File: src/rtl/assert_macros.svh
// ----------------------------------------------------------------------------
// Assertion macros
// Shared concurrent assertion forms for the Morse key decoder RTL.
// ----------------------------------------------------------------------------
`ifndef ASSERT_MACROS_SVH
`define ASSERT_MACROS_SVH

// The consequent must hold in the same cycle as the antecedent.
`define MKD_ASSERT_IMP(name, clk, rst, ante, cons, msg) \
   name: assert property (@(posedge clk) disable iff (rst) (ante) |-> (cons)) \
      else $error(msg);

// The consequent must hold in the cycle after the antecedent.
`define MKD_ASSERT_NXT(name, clk, rst, ante, cons, msg) \
   name: assert property (@(posedge clk) disable iff (rst) (ante) |=> (cons)) \
      else $error(msg);

`endif

File: src/rtl/mkd_pkg.sv
// ----------------------------------------------------------------------------
// Morse key decoder package
// Codes, shared types and the Morse tree character table.
// ----------------------------------------------------------------------------
package mkd_pkg;

   localparam int CFG_W       = 16;
   localparam int CHAR_W      = 7;
   localparam int ROM_ADDR_W  = 8;
   localparam int TREE_NODES  = 63;
   localparam int CSR_INDEX_W = 2;

   localparam logic [CHAR_W-1:0] BAD_CHAR = 7'h23;

   // Preorder layout: dot steps to the next entry, dash skips the left subtree.
   localparam logic [TREE_NODES*8-1:0] TREE_STR =
      "#EISH54V#3UF####2ARL#####WP##J#1TNDB6#X##KC##Y##MGZ7#Q##O#8##90";

   localparam logic [CSR_INDEX_W-1:0] CSR_DOT_LIMIT  = 2'd0;
   localparam logic [CSR_INDEX_W-1:0] CSR_LETTER_GAP = 2'd1;
   localparam logic [CSR_INDEX_W-1:0] CSR_WORD_GAP   = 2'd2;

   typedef enum logic [2:0] {
      EV_NONE   = 3'd0,
      EV_DOT    = 3'd1,
      EV_DASH   = 3'd2,
      EV_LETTER = 3'd3,
      EV_WORD   = 3'd4
   } event_type;

   typedef enum logic [1:0] {
      ST_NONE  = 2'd0,
      ST_VALID = 2'd1,
      ST_CHAR  = 2'd2,
      ST_ERROR = 2'd3
   } status_type;

   typedef enum logic [4:0] {
      PH_IDLE_WORD   = 5'b00001,
      PH_WAIT_WORD   = 5'b00010,
      PH_WAIT_LETTER = 5'b00100,
      PH_SHORT       = 5'b01000,
      PH_LONG        = 5'b10000
   } phase_type;

   typedef struct packed {
      logic [CFG_W-1:0] dot_limit;
      logic [CFG_W-1:0] letter_gap;
      logic [CFG_W-1:0] word_gap;
   } cfg_type;

   typedef struct packed {
      event_type         key_event;
      status_type        decode_status;
      logic [CHAR_W-1:0] decoded_char;
   } result_type;

   function automatic logic [CHAR_W-1:0] tree_char(input logic [ROM_ADDR_W-1:0] idx);
      logic [7:0] byte_val;
      byte_val = 8'h00;
      if (int'(idx) >= TREE_NODES) begin
         return BAD_CHAR;
      end
      byte_val = TREE_STR[(TREE_NODES - 1 - int'(idx)) * 8 +: 8];
      return byte_val[CHAR_W-1:0];
   endfunction

endpackage

File: src/rtl/mkd_if.sv
// ----------------------------------------------------------------------------
// Morse key decoder channels
// Valid/ready channel bundles for tick items and decode results.
// ----------------------------------------------------------------------------
interface mkd_req_if;
   logic valid;
   logic ready;
   logic key_pressed;
   logic key_released;

   modport source (output valid, output key_pressed, output key_released, input ready);
   modport sink   (input valid, input key_pressed, input key_released, output ready);
endinterface

interface mkd_rsp_if;
   logic                          valid;
   logic                          ready;
   mkd_pkg::event_type            key_event;
   mkd_pkg::status_type           decode_status;
   logic [mkd_pkg::CHAR_W-1:0]    decoded_char;

   modport source (output valid, output key_event, output decode_status,
                   output decoded_char, input ready);
   modport sink   (input valid, input key_event, input decode_status,
                   input decoded_char, output ready);
endinterface

File: src/rtl/morse_key_decoder.sv
// ----------------------------------------------------------------------------
// Morse key decoder
// Times key presses into dots and dashes, detects letter and word gaps, and
// walks the Morse tree to decode characters.
//
//   Channel  Dir  Payload                                   Transfer
//   req      in   key_pressed, key_released                 valid && ready
//   rsp      out  key_event, decode_status, decoded_char    valid && ready
//   csr      in   csr_index, csr_wdata                      csr_write_en
//
// One tick is taken every cycle unless the stages are full. The keyer state and
// the tree ROM read are registered together at the tick's transfer, and the
// letter decode fills the output register once the keying stage can move, from
// which the result transfers.
// Reset loads dot_limit 25, letter_gap 50 and word_gap 100 and starts the
// keyer waiting for a word at the tree root; there is no clearing pass.
// A stalled rsp holds the output register; req keeps flowing until the
// keying stage register is also full.
// ----------------------------------------------------------------------------
`include "assert_macros.svh"

module morse_key_decoder #(
   parameter int TREE_LEVELS = 6,
   parameter int TIMER_BITS  = 16
) (
   input  logic                              clock,
   input  logic                              reset,
   mkd_req_if.sink                           req,
   mkd_rsp_if.source                         rsp,
   input  logic                              csr_write_en,
   input  logic [mkd_pkg::CSR_INDEX_W-1:0]   csr_index,
   input  logic [mkd_pkg::CFG_W-1:0]         csr_wdata
);

   mkd_pkg::cfg_type        cfg_ff;
   mkd_pkg::result_type     key_result;
   logic [TREE_LEVELS-1:0]  node_index;
   logic [mkd_pkg::CHAR_W-1:0] rom_data;
   logic                    accept;
   logic                    s1_move;
   logic                    s1_valid_ff;
   mkd_pkg::result_type     s1_ff;
   logic                    rsp_valid_ff;
   mkd_pkg::result_type     out_ff, out_in;

   assign s1_move   = !rsp_valid_ff || rsp.ready;
   assign req.ready = !s1_valid_ff || s1_move;
   assign accept    = req.valid && req.ready;

   always_ff @(posedge clock) begin
      if (reset) begin
         cfg_ff.dot_limit  <= 16'd25;
         cfg_ff.letter_gap <= 16'd50;
         cfg_ff.word_gap   <= 16'd100;
      end else if (csr_write_en) begin
         unique case (csr_index)
            mkd_pkg::CSR_DOT_LIMIT:  cfg_ff.dot_limit  <= csr_wdata;
            mkd_pkg::CSR_LETTER_GAP: cfg_ff.letter_gap <= csr_wdata;
            mkd_pkg::CSR_WORD_GAP:   cfg_ff.word_gap   <= csr_wdata;
            default: begin
            end
         endcase
      end
   end

   mkd_keyer #(
      .TREE_LEVELS (TREE_LEVELS),
      .TIMER_BITS  (TIMER_BITS)
   ) u_keyer (
      .clock        (clock),
      .reset        (reset),
      .accept       (accept),
      .key_pressed  (req.key_pressed),
      .key_released (req.key_released),
      .cfg          (cfg_ff),
      .result       (key_result),
      .node_index   (node_index)
   );

   mkd_tree_rom u_tree_rom (
      .clock   (clock),
      .rd_en   (accept),
      .rd_addr (mkd_pkg::ROM_ADDR_W'(node_index)),
      .rd_data (rom_data)
   );

   always_comb begin
      out_in = s1_ff;
      if (s1_ff.key_event == mkd_pkg::EV_LETTER) begin
         if (rom_data == mkd_pkg::BAD_CHAR) begin
            out_in.decode_status = mkd_pkg::ST_ERROR;
            out_in.decoded_char  = mkd_pkg::BAD_CHAR;
         end else begin
            out_in.decode_status = mkd_pkg::ST_CHAR;
            out_in.decoded_char  = rom_data;
         end
      end
   end

   always_ff @(posedge clock) begin
      if (reset) begin
         s1_valid_ff  <= 1'b0;
         rsp_valid_ff <= 1'b0;
      end else begin
         if (accept) begin
            s1_valid_ff <= 1'b1;
         end else if (s1_move) begin
            s1_valid_ff <= 1'b0;
         end
         if (s1_valid_ff && s1_move) begin
            rsp_valid_ff <= 1'b1;
         end else if (rsp.ready) begin
            rsp_valid_ff <= 1'b0;
         end
      end
   end

   always_ff @(posedge clock) begin
      if (accept) begin
         s1_ff <= key_result;
      end
      if (s1_valid_ff && s1_move) begin
         out_ff <= out_in;
      end
   end

   assign rsp.valid         = rsp_valid_ff;
   assign rsp.key_event     = out_ff.key_event;
   assign rsp.decode_status = out_ff.decode_status;
   assign rsp.decoded_char  = out_ff.decoded_char;

   `MKD_ASSERT_NXT(a_s1_hold, clock, reset, s1_valid_ff && !s1_move, s1_valid_ff && $stable(s1_ff), "keying stage lost its item under stall")
   `MKD_ASSERT_IMP(a_no_decode_step, clock, reset, rsp_valid_ff && (out_ff.key_event == mkd_pkg::EV_NONE || out_ff.key_event == mkd_pkg::EV_WORD), out_ff.decode_status == mkd_pkg::ST_NONE && out_ff.decoded_char == '0, "decode data without a decode step")

endmodule

File: src/rtl/mkd_tree_rom.sv
// ----------------------------------------------------------------------------
// Morse tree ROM
// Character table of the Morse tree with a registered read port.
// ----------------------------------------------------------------------------
module mkd_tree_rom (
   input  logic                              clock,
   input  logic                              rd_en,
   input  logic [mkd_pkg::ROM_ADDR_W-1:0]    rd_addr,
   output logic [mkd_pkg::CHAR_W-1:0]        rd_data
);

   logic [mkd_pkg::CHAR_W-1:0] rd_data_ff;

   always_ff @(posedge clock) begin
      if (rd_en) begin
         rd_data_ff <= mkd_pkg::tree_char(rd_addr);
      end
   end

   assign rd_data = rd_data_ff;

endmodule

File: src/rtl/mkd_keyer.sv
// ----------------------------------------------------------------------------
// Morse keyer
// Keying state machine with press and silence timers, and the tree walk.
// ----------------------------------------------------------------------------
`include "assert_macros.svh"

module mkd_keyer #(
   parameter int TREE_LEVELS = 6,
   parameter int TIMER_BITS  = 16
) (
   input  logic                        clock,
   input  logic                        reset,
   input  logic                        accept,
   input  logic                        key_pressed,
   input  logic                        key_released,
   input  mkd_pkg::cfg_type            cfg,
   output mkd_pkg::result_type         result,
   output logic [TREE_LEVELS-1:0]      node_index
);

   localparam int DEPTH_W = $clog2(TREE_LEVELS);
   localparam logic [DEPTH_W-1:0] LAST_DEPTH = DEPTH_W'(TREE_LEVELS - 1);

   mkd_pkg::phase_type      phase_ff, phase_in;
   logic [TIMER_BITS-1:0]   press_ff, press_in;
   logic [TIMER_BITS-1:0]   letter_ff, letter_in;
   logic [TIMER_BITS-1:0]   word_ff, word_in;
   logic [TREE_LEVELS-1:0]  node_ff, node_in;
   logic [DEPTH_W-1:0]      depth_ff, depth_in;
   logic [TIMER_BITS-1:0]   press_dec;
   logic [TIMER_BITS-1:0]   letter_dec;
   logic [TIMER_BITS-1:0]   word_dec;
   mkd_pkg::event_type      ev;

   assign press_dec  = press_ff - TIMER_BITS'(1);
   assign letter_dec = letter_ff - TIMER_BITS'(1);
   assign word_dec   = word_ff - TIMER_BITS'(1);

   always_comb begin
      phase_in  = phase_ff;
      press_in  = press_ff;
      letter_in = letter_ff;
      word_in   = word_ff;
      ev        = mkd_pkg::EV_NONE;
      unique case (phase_ff)
         mkd_pkg::PH_WAIT_WORD: begin
            word_in = word_dec;
            if (word_dec == '0) begin
               ev       = mkd_pkg::EV_WORD;
               phase_in = mkd_pkg::PH_IDLE_WORD;
            end else if (key_pressed) begin
               press_in = TIMER_BITS'(cfg.dot_limit);
               phase_in = mkd_pkg::PH_SHORT;
            end
         end
         mkd_pkg::PH_WAIT_LETTER: begin
            letter_in = letter_dec;
            if (letter_dec == '0) begin
               ev       = mkd_pkg::EV_LETTER;
               phase_in = mkd_pkg::PH_WAIT_WORD;
            end else if (key_pressed) begin
               press_in = TIMER_BITS'(cfg.dot_limit);
               phase_in = mkd_pkg::PH_SHORT;
            end
         end
         mkd_pkg::PH_SHORT: begin
            press_in = press_dec;
            if (press_dec == '0) begin
               phase_in = mkd_pkg::PH_LONG;
            end else if (key_released) begin
               word_in   = TIMER_BITS'(cfg.word_gap);
               letter_in = TIMER_BITS'(cfg.letter_gap);
               ev        = mkd_pkg::EV_DOT;
               phase_in  = mkd_pkg::PH_WAIT_LETTER;
            end
         end
         mkd_pkg::PH_LONG: begin
            if (key_released) begin
               word_in   = TIMER_BITS'(cfg.word_gap);
               letter_in = TIMER_BITS'(cfg.letter_gap);
               ev        = mkd_pkg::EV_DASH;
               phase_in  = mkd_pkg::PH_WAIT_LETTER;
            end
         end
         default: begin
            if (key_pressed) begin
               press_in = TIMER_BITS'(cfg.dot_limit);
               phase_in = mkd_pkg::PH_SHORT;
            end else begin
               phase_in = mkd_pkg::PH_IDLE_WORD;
            end
         end
      endcase
   end

   always_comb begin
      node_in                = node_ff;
      depth_in               = depth_ff;
      result.key_event       = ev;
      result.decode_status   = mkd_pkg::ST_NONE;
      result.decoded_char    = '0;
      if (ev == mkd_pkg::EV_DOT || ev == mkd_pkg::EV_DASH) begin
         if (depth_ff >= LAST_DEPTH) begin
            result.decode_status = mkd_pkg::ST_ERROR;
            result.decoded_char  = mkd_pkg::BAD_CHAR;
            node_in              = '0;
            depth_in             = '0;
         end else begin
            if (ev == mkd_pkg::EV_DOT) begin
               node_in = node_ff + TREE_LEVELS'(1);
            end else begin
               node_in = node_ff + (TREE_LEVELS'(1) << (LAST_DEPTH - depth_ff));
            end
            depth_in             = depth_ff + DEPTH_W'(1);
            result.decode_status = mkd_pkg::ST_VALID;
         end
      end else if (ev == mkd_pkg::EV_LETTER) begin
         node_in  = '0;
         depth_in = '0;
      end
   end

   always_ff @(posedge clock) begin
      if (reset) begin
         phase_ff  <= mkd_pkg::PH_IDLE_WORD;
         press_ff  <= '0;
         letter_ff <= '0;
         word_ff   <= '0;
         node_ff   <= '0;
         depth_ff  <= '0;
      end else if (accept) begin
         phase_ff  <= phase_in;
         press_ff  <= press_in;
         letter_ff <= letter_in;
         word_ff   <= word_in;
         node_ff   <= node_in;
         depth_ff  <= depth_in;
      end
   end

   assign node_index = node_ff;

   `MKD_ASSERT_IMP(a_depth_bound, clock, reset, 1'b1, depth_ff <= LAST_DEPTH, "tree depth out of range")
   `MKD_ASSERT_NXT(a_letter_to_root, clock, reset, accept && ev == mkd_pkg::EV_LETTER, node_ff == '0 && depth_ff == '0, "walk did not return to the root after a letter")

endmodule

File: src/flat_wrapper.sv
// flat-port wrapper written by rule: the top's interface ports become plain ports
module morse_key_decoder_flat 
#(
   parameter int TREE_LEVELS = 6,
   parameter int TIMER_BITS  = 16
)
  (clock, reset, csr_write_en, csr_index, csr_wdata, req_valid, req_key_pressed, req_key_released, req_ready, rsp_valid, rsp_key_event, rsp_decode_status, rsp_decoded_char, rsp_ready);
  mkd_req_if req_i ();
  mkd_rsp_if rsp_i ();
  input  logic clock;
  input  logic reset;
  input  logic csr_write_en;
  input  logic [mkd_pkg::CSR_INDEX_W-1:0] csr_index;
  input  logic [mkd_pkg::CFG_W-1:0] csr_wdata;
  input wire logic [$bits(req_i.valid)-1:0] req_valid;
  input wire logic [$bits(req_i.key_pressed)-1:0] req_key_pressed;
  input wire logic [$bits(req_i.key_released)-1:0] req_key_released;
  output wire logic [$bits(req_i.ready)-1:0] req_ready;
  output wire logic [$bits(rsp_i.valid)-1:0] rsp_valid;
  output wire logic [$bits(rsp_i.key_event)-1:0] rsp_key_event;
  output wire logic [$bits(rsp_i.decode_status)-1:0] rsp_decode_status;
  output wire logic [$bits(rsp_i.decoded_char)-1:0] rsp_decoded_char;
  input wire logic [$bits(rsp_i.ready)-1:0] rsp_ready;
  assign req_i.valid = req_valid;
  assign req_i.key_pressed = req_key_pressed;
  assign req_i.key_released = req_key_released;
  assign req_ready = req_i.ready;
  assign rsp_valid = rsp_i.valid;
  assign rsp_key_event = rsp_i.key_event;
  assign rsp_decode_status = rsp_i.decode_status;
  assign rsp_decoded_char = rsp_i.decoded_char;
  assign rsp_i.ready = rsp_ready;
  morse_key_decoder #(.TREE_LEVELS(TREE_LEVELS), .TIMER_BITS(TIMER_BITS)) u_core (.clock(clock), .reset(reset), .req(req_i), .rsp(rsp_i), .csr_write_en(csr_write_en), .csr_index(csr_index), .csr_wdata(csr_wdata));
endmodule
File: config.mk
export PLATFORM = sky130hd
export DESIGN_NAME = morse_key_decoder_flat
export DESIGN_NICKNAME = d
export VERILOG_FILES = /design/src/rtl/mkd_pkg.sv /design/src/rtl/mkd_if.sv /design/src/rtl/morse_key_decoder.sv /design/src/rtl/mkd_tree_rom.sv /design/src/rtl/mkd_keyer.sv /design/src/flat_wrapper.sv
export VERILOG_INCLUDE_DIRS = /design/src /design/src/rtl
export SDC_FILE = /design/constraint.sdc
export NUM_CORES = 1
export LEC_CHECK = 0
export ABC_AREA = 1
export BUFFER_PORTS_ARGS = -buffer_cell sky130_fd_sc_hd__buf_2
export CAP_MARGIN = 5
export CORE_MARGIN = 2
export CORE_UTILIZATION = 50
export DETAILED_ROUTE_END_ITERATION = 8
export HOLD_SLACK_MARGIN = 0.12
export PLACE_DENSITY = 0.67
export SLEW_MARGIN = 5
export SYNTH_ARGS = -nofsm -noshare
export SYNTH_HDL_FRONTEND = slang
export SYNTH_SLANG_ARGS = --single-unit
File: constraint.sdc
create_clock -name clock -period 3.8 [get_ports clock]
set_input_delay 0.76 -clock clock [delete_from_list [all_inputs] [get_ports clock]]
set_output_delay 0.76 -clock clock [all_outputs]
set_load 0.01 [all_outputs]
* Yosys cells after proc, flatten, opt, wreduce, memory -nomap -nowiden
Index checks and enable logic that the tools add are counted.
W data, S select, Z words.
** Word-level totals
- Word-level logic and storage cells :: 110
- Input port bits :: 25
- Output and inout port bits :: 14
- Flip-flop bits (word level) :: 143
** Operators by class
- Shift-type cells :: 2
- Bitwise operators :: 1
- Equality and inequality tests :: 14
- Add/sub/neg operators :: 8
- $lt $le $gt $ge :: 2
- Reduce and logical (&&, ||, !) cells :: 23
- Muxes and demuxes :: 42
** Operators with widths (number)
- $shiftx A504 B10 Y7 const A :: 1
- $mux W16 :: 7
- $pmux W16 S3 :: 2
- $pmux W16 S4 :: 1
- $logic_not A16 Y1 :: 3
- $sub A16 B1 Y16 const B :: 3
- $mux W6 :: 5
- $mux W5 :: 5
- $pmux W5 S4 :: 1
- $mux W7 :: 2
- $mux W3 :: 4
- $pmux W3 S4 :: 1
- $eq A3 B2 Y1 const B :: 3
- $mux W9 :: 1
- $mux W1 :: 8
- $mux W8 :: 1
- $reduce_and A2 Y1 :: 4
- $eq A7 B6 Y1 const B :: 1
- $sub A6 B6 Y7 const A :: 1
- $add A6 B1 Y6 const B :: 1
- $add A6 B6 Y6 :: 1
- $ge A6 B6 Y1 const B :: 1
- $mux W2 :: 3
- $ne A2 B2 Y1 const B :: 3
- other kinds (21) :: 29

* Logic depth before layout (Yosys ltp)
Gate-level depths: netlist of run 1.
- Depth after elaboration :: 8
- Mapped depth :: 27
- Gate-level depth less buffers :: 26

* Hierarchy
A second synthesis of run 1 with hierarchy kept.
** Second synthesis, totals
- Cell total of the unflattened synthesis :: 1361
- Area, all modules :: 9230.1 sq um
** Modules (own cells, without submodules)
- mkd_keyer :: times used 1, seq. area each 1241.2 sq um, cells an instance 784, area an instance 4986.0 sq um
- morse_key_decoder :: times used 1, seq. area each 1721.7 sq um, cells an instance 353, area an instance 2899.0 sq um
- mkd_tree_rom :: times used 1, seq. area each 210.2 sq um, cells an instance 224, area an instance 1345.0 sq um

* Worst setup path after synthesis of run 1
OpenSTA, ideal clock, no wires.
- Kind :: reg-to-reg
- From :: register u_core.u_keyer.press_ff[0]
- To :: register u_core.u_keyer.node_ff[5], in the netlist u_core.u_keyer.node_index[5]
- Required time :: 3.668 ns
- Path buffers :: 1
- Data arrival time :: 2.857 ns
- Path slack :: 0.811 ns
- Cell stages (with the launch flop) :: 25
- Library setup time :: 0.132 ns
- Clock period less this slack :: 2.989 ns
- Path through :: dfxtp_1 inv_2 ha_1 nand3_2 nor2_1 xor2_1 nand3_1 nor2_4 nand2_2 nand2_4 buf_4 nand2_1 nor2_1 ha_1 nand3_1 nand2_1 nand2_1 nand2_1 a21oi_1 xor2_1 inv_1 nand2_1 nand2_1 nand3_1 a21oi_1
** Between the ends
- Word-level cells in the longest chain between the ends :: 8
- Elaborated cells between the ends (all ways) :: 13
- Those cells by class :: add/sub: 1; eq/ne: 3; mux: 5; reduce/logical: 4
** Ends and longest elaborated chain
- start: declaration :: line mkd_keyer.sv:25 : logic [TIMER_BITS-1:0] press_ff, press_in;
- start signal: assignment :: line mkd_keyer.sv:133 : press_ff <= press_in;
- $sub A16 B1 Y16 (*) :: line mkd_keyer.sv:35 : assign press_dec = press_ff - TIMER_BITS'(1);
- $logic_not A16 Y1 (*) :: line mkd_keyer.sv:68 : if (press_dec == '0) begin
- $mux W1 (*) :: line mkd_keyer.sv:68
- $pmux W3 S4 (*) :: line mkd_keyer.sv:45 : unique case (phase_ff)
- $eq A3 B1 Y1 / $eq A3 B2 Y1 (equally long branches) :: line mkd_keyer.sv:102, mkd_keyer.sv:109
- $mux W6 / $logic_or A1 B1 Y1 (equally long branches) :: line mkd_keyer.sv:109, mkd_keyer.sv:102
- $mux W6 / $reduce_bool A2 Y1 (equally long branches)
- $mux W6 / $reduce_and A2 Y1 (equally long branches)
- end signal: assignment :: line mkd_keyer.sv:136 : node_ff <= node_in;
- end: declaration :: line mkd_keyer.sv:28 : logic [TREE_LEVELS-1:0] node_ff, node_in;
Mark *: on every way between the ends. The rest lies on a longest branch, timed or not.
A chain may end at the register's enable or synchronous reset.

* Worst setup path in the final report of run 1
- From :: register u_core.u_keyer.press_ff[0]
- To :: register u_core.u_keyer.node_ff[4], in the netlist u_core.u_keyer.node_index[4]
The elaborated chain is that of the path after synthesis.

==> impl_metrics.env, run 1 <==
export IMPL_status="complete, no violations"
export IMPL_max_slew_margin_pct=22.26
export IMPL_gp_congestion=0.8777
export IMPL_drv_cap=0
export IMPL_min_period_ns=3.245
export IMPL_synth_edf_count=24
export IMPL_postSynth_asyncResetShare_pct=0
export IMPL_finalCritPeriodShare_pct=85.40
export IMPL_viasPerCell=5.256
export IMPL_hp_class="flop to flop"
export IMPL_coreArea_sq_um=16410
export IMPL_cts_root_buf="clkbuf_16"
export IMPL_power_density_nw_per_um2=392.4
export IMPL_crit_type="flop to flop"
export IMPL_nets=1294
export IMPL_fp_dieH_um=132.7
export IMPL_synthesis_nets=1269
export IMPL_tightest_slew_ns=1.163
export IMPL_setup_tns_ns=0
export IMPL_start_util_pct=50.45
export IMPL_synth_top_area_share_pct=27.09
export IMPL_post_cts_resize_count=0
export IMPL_leakage_nw=4.233
export IMPL_cp_required_ns=4.15
export IMPL_crit_path_end_kind="flop"
export IMPL_vdd_drop_max_mv=0.3482
export IMPL_cts_tree="done"
export IMPL_power_total_mw=3.599
export IMPL_dieArea_sq_um=17600
export IMPL_hold_viol=0
export IMPL_rows=47
export IMPL_dr_total_vias=7790
export IMPL_cts_clk_slew_worst_paths_ns=0.06
export IMPL_port_buffers=38
export IMPL_setup_viol=0
export IMPL_ys_seq_elements=136
export IMPL_antenna_found_initial=0
export IMPL_post_cts_setup_buffers=0
export IMPL_track_usage_pct=24.04
export IMPL_n_antenna_cell=0
export IMPL_synth_top_area_cell="dfxtp_1"
export IMPL_finalMaxSlewViolations=0
export IMPL_clk_path_buf_depth=2
export IMPL_clk_latency_ns=0.42
export IMPL_cts_hold_buf=0
export IMPL_hpwl_um=14860
export IMPL_worstSetupStartpointType="flop"
export IMPL_area_growth_pct=10.81
export IMPL_grt_max_degree=46
export IMPL_synth_area_top_cells="dfxtp_1 (27%), nand2_1 (13%), nor2_1 (9.1%)"
export IMPL_ys_flop_type="dfxtp_1"
export IMPL_yosysSeqAreaShare_pct=35.79
export IMPL_syn_area_per_cell_sq_um=6.752
export IMPL_grt_ovfl_total=0
export IMPL_wl_per_cell_um=13.74
export IMPL_synthTopCellsByCount="nand2_1 (278), nor2_1 (201), inv_1 (122)"
export IMPL_fmax_mhz=308.2
export IMPL_synth_area_sq_um=8278
export IMPL_io_pins=39
export IMPL_drive_gt1_share_pct=12.04
export IMPL_rsz0062_at_grt="false"
export IMPL_cts_buffers=17
export IMPL_critPathArrivalTime_ns=3.59
export IMPL_drc=0
export IMPL_synthCells=1226
export IMPL_nFillCells=1628
export IMPL_yosys_warnings=0
export IMPL_die_w_um=132.7
export IMPL_dr_first_iter_drc_count=642
export IMPL_final_antenna_net_count=0
export IMPL_finClkSkew_ns=0.006253
export IMPL_h_tree_depth=4
export IMPL_finalWirelength_um=20360
export IMPL_grt_pass1_wl_um=34610
export IMPL_cp_max_fo=12
export IMPL_ys_types=54
export IMPL_synth_most_common_cell="nand2_1"
export IMPL_cts_sinks=136
export IMPL_grt_pass1_vias=7275
export IMPL_firstDrtPassIters=7
==> final cells by class <==
| type | instances | area (sq um) | area share [%] |
|---|---|---|---|
| Clock buffer | 23 | 499.2 | 5.443 |
| Clock inverter | 7 | 66.31 | 0.7230 |
| Inverter | 142 | 534.3 | 5.825 |
| Multi-Input combinational cell | 904 | 4554 | 49.65 |
| Sequential cell | 136 | 2963 | 32.30 |
| Tap cell | 220 | 275.3 | 3.001 |
| Timing Repair Buffer | 50 | 280.3 | 3.056 |
==> cell families (layout without fill, tap and decap cells) <==
logic type / count (synthesis) / count (layout) / synth area share, %
buffers and inverters: 186 / 222 / 9.190
DFF: 136 / 136 / 35.79
xor gates and xnor gates: 19 / 19 / 2.192
adders and majority gates: 18 / 18 / 2.811
AOI/OAI and AO/OA: 240 / 240 / 16.04
and+or+nand+nor: 627 / 627 / 33.98
==> routing by layer <==
metal  wire length, um  vias up  GRT usage, %
li1                  -     4027             -
met1              9887     3524         33.43
met2              9151      208         38.23
met3               949       31         4.100
met4               375        0         7.587
met5                 0        -             0
==> worst max-delay path: stages (launching register included) <==
cell and delay (ns):
dfxtp_1 0.33, inv_2 0.09, ha_1 0.21, nand3_2 0.15, nor2_4 0.15, nand2_1 0.07
nand2_1 0.07, nand2_1 0.06, nor2_1 0.12, nand2_1 0.11, nor2_4 0.14, nand2_2 0.08
nand2_4 0.14, o21ai_0 0.13, ha_1 0.23, fa_1 0.39, nand2_1 0.07, inv_1 0.04
o21ai_0 0.15, nand2_1 0.08, xnor2_1 0.12, inv_1 0.05, nand3_1 0.07, a21oi_1 0.14
==> registers in the layout, indices dropped and copies added, names as in the netlist <==
signal / cells
u_core.cfg_ff: 48
u_core.u_keyer.letter_ff: 16
u_core.u_keyer.press_ff: 16
u_core.u_keyer.word_ff: 16
u_core.rsp.decoded_char: 7
u_core.u_tree_rom.rd_data: 7
u_core.u_keyer.node_index: 6
u_core.u_keyer.phase_ff: 5
u_core.out_in: 3
u_core.rsp.key_event: 3
u_core.u_keyer.depth_ff: 3
u_core.rsp.decode_status: 2
u_core.s1_ff: 2
u_core.rsp.valid: 1
u_core.s1_valid_ff: 1
==> power by group <==
group	internal (mW)	total (mW)	switching, mW
Clock	0.981	1.59	0.610
Sequential	1.52	1.55	0.0327
Combinational	0.146	0.453	0.307
Total	2.65	3.60	0.950
==> metrics by stage <==
step	util (%)	worst slack, ns	hold slack, ns	instances	area (sq um)
after global routing	55.91	0.06705	0.4662	1482	9173
after detailed placement	52.46	0.6248	0.4393	1452	8607
final	55.91	0.5549	0.4455	1482	9173
after CTS	55.91	0.5528	0.4472	1482	9173
after global placement	52.46	0.7121	0.4350	1452	8607
after floorplan	-	0.8111	0.4246	1226	8278
==> cell usage in the layout (no fill, tap or decap), drive strengths merged, types with 7 or more instances in the layout <==
cell type    n
a21oi       71
nor3         9
a31oi       12
nand4       17
nor2       226
dfxtp      112
edfxtp      24
ha          17
xor2        17
inv        140
nand2      288
buf         50
clkinv       7
clkbuf      23
nand3       75
o21ai      137
==> worst paths after layout <==
path / slack (ns) / cells after the start / end / startpoint
max reg2reg: 0.55 / 23 / u_core.u_keyer.node_index[4]$_SDFFE_PP0P_ / u_core.u_keyer.press_ff[0]$_SDFFE_PP0P_
min reg2reg: 0.45 / 2 / u_core.cfg_ff[8]$_SDFFE_PP0P_ / u_core.cfg_ff[8]$_SDFFE_PP0P_
max: 0.55 / 23 / u_core.u_keyer.node_index[4]$_SDFFE_PP0P_ / u_core.u_keyer.press_ff[0]$_SDFFE_PP0P_
min: 0.45 / 2 / u_core.cfg_ff[8]$_SDFFE_PP0P_ / u_core.cfg_ff[8]$_SDFFE_PP0P_
No activity file was read; power rests on OpenSTA's default activity.
==> run 2: changes to the inputs <==
--- a/config.mk
+++ b/config.mk
@@ -7,13 +7,14 @@
 export NUM_CORES = 1
 export LEC_CHECK = 0
 export ABC_AREA = 1
-export BUFFER_PORTS_ARGS = -buffer_cell sky130_fd_sc_hd__buf_2
+export BUFFER_PORTS_ARGS = -buffer_cell sky130_fd_sc_hd__buf_4
 export CAP_MARGIN = 5
 export CORE_MARGIN = 2
 export CORE_UTILIZATION = 50
 export DETAILED_ROUTE_END_ITERATION = 8
 export HOLD_SLACK_MARGIN = 0.12
 export PLACE_DENSITY = 0.67
+export RECOVER_POWER = 25
 export SLEW_MARGIN = 5
 export SYNTH_ARGS = -nofsm -noshare
 export SYNTH_HDL_FRONTEND = slang
==> impl_metrics.env, run 2 (same netlist as run 1, synthesis figures left out) <==
export IMPL_clk_latency_ns=0.42
export IMPL_h_tree_depth=4
export IMPL_setup_tns_ns=0
export IMPL_post_cts_setup_buffers=0
export IMPL_grt_max_degree=57
export IMPL_use_met1_pct=33.65
export IMPL_hp_class="flop to flop"
export IMPL_final_common_cell="nand2_1"
export IMPL_dr_total_vias=7827
export IMPL_final_antenna_net_count=0
export IMPL_r2r_start="u_core.u_keyer.press_ff[0]$_SDFFE_PP0P_"
export IMPL_crit_path_end_kind="flop"
export IMPL_cp_slowest_cell="dfxtp_1"
export IMPL_grt_busiest_layer="met2"
export IMPL_nFillCells=1632
export IMPL_p_sw_share_pct=25.89
export IMPL_grtUsageMet2_pct=37.33
export IMPL_power_density_nw_per_um2=393.7
export IMPL_io_pins=39
export IMPL_r2r_end="u_core.u_keyer.node_index[5]$_SDFFE_PP0P_"
export IMPL_p_switching_uw=944.1
export IMPL_finalCritPeriodShare_pct=83.90
export IMPL_n_antenna_cell=0
export IMPL_viasPerCell=5.278
export IMPL_power_frac_comb_pct=12.6
export IMPL_vdd_drop_max_mv=0.2767
export IMPL_cts_hold_buf=0
export IMPL_dieArea_sq_um=17600
export IMPL_nets=1294
export IMPL_final_cell_mix="nand2_1 (278), nor2_1 (201), inv_1 (122)"
export IMPL_track_usage_pct=23.87
export IMPL_die_w_um=132.7
export IMPL_setup_ws_ns=0.6117
export IMPL_drv_cap=0
export IMPL_met3_usage_pct=3.870
export IMPL_clk_path_buf_depth=2
export IMPL_worstSetupStartpointType="flop"
export IMPL_gp_congestion=0.9048
export IMPL_fmax_mhz=313.7
export IMPL_slowest_delay_ns=0.33
export IMPL_cp_max_fo=12
export IMPL_drive_gt1_share_pct=11.24
export IMPL_finClkSkew_ns=0.008245
export IMPL_pre_cts_ws_ns=0.6222
export IMPL_finalWirelength_um=20490
export IMPL_grt_pass1_vias=7243
export IMPL_fp_dieH_um=132.7
export IMPL_grt_pass1_wl_um=34440
export IMPL_top_register="u_core.cfg_ff"
export IMPL_hpwl_um=15020
export IMPL_largest_reg_flops=48
export IMPL_rows=47
export IMPL_post_cts_resize_count=0
export IMPL_min_period_ns=3.188
export IMPL_power_total_mw=3.646
export IMPL_leakage_nw=4.246
export IMPL_power_frac_clock_pct=44.7
export IMPL_grt_ovfl_total=0
export IMPL_hold_viol=0
export IMPL_firstDrtPassIters=5
export IMPL_critPathMostFrequentCell="nand2_1"
export IMPL_start_util_pct=50.45
export IMPL_status="complete, no violations"
export IMPL_coreArea_sq_um=16410
export IMPL_max_slew_margin_pct=8.001
export IMPL_cp_required_ns=4.15
export IMPL_cts_buffers=17
export IMPL_port_buffers=38
export IMPL_rsz0062_at_grt="false"
export IMPL_setup_viol=0
export IMPL_startpoint="u_core.u_keyer.press_ff[0]$_SDFFE_PP0P_"
export IMPL_drc=0
export IMPL_crit_type="flop to flop"
export IMPL_fin_worst_hold_slack_ns=0.4469
export IMPL_cts_tree="done"
export IMPL_rrSetupSlack_ns=0.61
export IMPL_p_int_mw=2.702
export IMPL_tightest_slew_ns=1.378
export IMPL_crit_path_end="u_core.u_keyer.node_index[5]$_SDFFE_PP0P_"
export IMPL_area_growth_pct=11.87
export IMPL_cts_root_buf="clkbuf_16"
export IMPL_reg2reg_depth=25
export IMPL_critPathArrivalTime_ns=3.54
export IMPL_cts_sinks=136
export IMPL_cts_clk_slew_worst_paths_ns=0.06
export IMPL_wl_per_cell_um=13.82
export IMPL_seqPwrFrac_pct=42.7
export IMPL_antenna_found_initial=0
export IMPL_finalMaxSlewViolations=0
export IMPL_dr_first_iter_drc_count=584
==> run 2: cell type report <==
cell class	count	area (sq um)	share of cell area (%)
flip-flops and latches	136	2963	32.00
multi-input cells	904	4554	49.18
well taps	220	275.3	2.973
clock buffers	22	484.2	5.229
clock inverters	9	98.84	1.067
inverters	142	534.3	5.769
repair buffers	50	350.3	3.783
==> run 2: through the flow <==
| stage | util, % | area (sq um) | std cells |
|---|---|---|---|
| after floorplan | - | 8278 | 1226 |
| after global placement | 53.12 | 8715 | 1452 |
| after detailed placement | 53.12 | 8715 | 1452 |
| after CTS | 56.67 | 9298 | 1483 |
| after global routing | 56.44 | 9260 | 1483 |
| final | 56.44 | 9260 | 1483 |
==> run 2: metal layers <==
layer / part of all wire, % / wire length [um]
met1: 49 / 9944
met2: 45 / 9246
met3: 4.6 / 947
met4: 1.7 / 352
met5: 0 / 0
==> run 2: critical path, delay by kind of cell (launching register included) <==
family,cells,cell delay (ns)
xor+xnor,1,0.20
fa+ha+maj,2,0.47
compound gates,3,0.41
simple gates,18,1.61
buf+inv,1,0.09
flops,1,0.33
==> run 2: power groups by stage <==
stage	Clock (mW)	Sequential, mW	Combinational, mW
global placement	0	1.58	0.455
finish	1.63	1.56	0.460
floorplan	0	1.58	0.340
CTS	1.66	1.56	0.464
detailed placement	0	1.59	0.460
global route	1.72	1.56	0.530
==> run 2: how the worst min path moves through the flow <==
stage                                    from                                end  slack, ns  cells past startpoint
3_5_place_dp      u_core.out_in[11]$_DFFE_PP_  u_core.rsp.key_event[2]$_DFFE_PP_       0.43                      0
4_1_cts        u_core.cfg_ff[14]$_SDFFE_PP0P_     u_core.cfg_ff[14]$_SDFFE_PP0P_       0.45                      2
6_report        u_core.cfg_ff[8]$_SDFFE_PP0P_      u_core.cfg_ff[8]$_SDFFE_PP0P_       0.45                      2
2_1_floorplan  u_core.cfg_ff[23]$_SDFFE_PP0P_     u_core.cfg_ff[23]$_SDFFE_PP0P_       0.42                      2
3_3_place_gp      u_core.out_in[11]$_DFFE_PP_  u_core.rsp.key_event[2]$_DFFE_PP_       0.43                      0
5_1_grt         u_core.cfg_ff[8]$_SDFFE_PP0P_      u_core.cfg_ff[8]$_SDFFE_PP0P_       0.47                      2
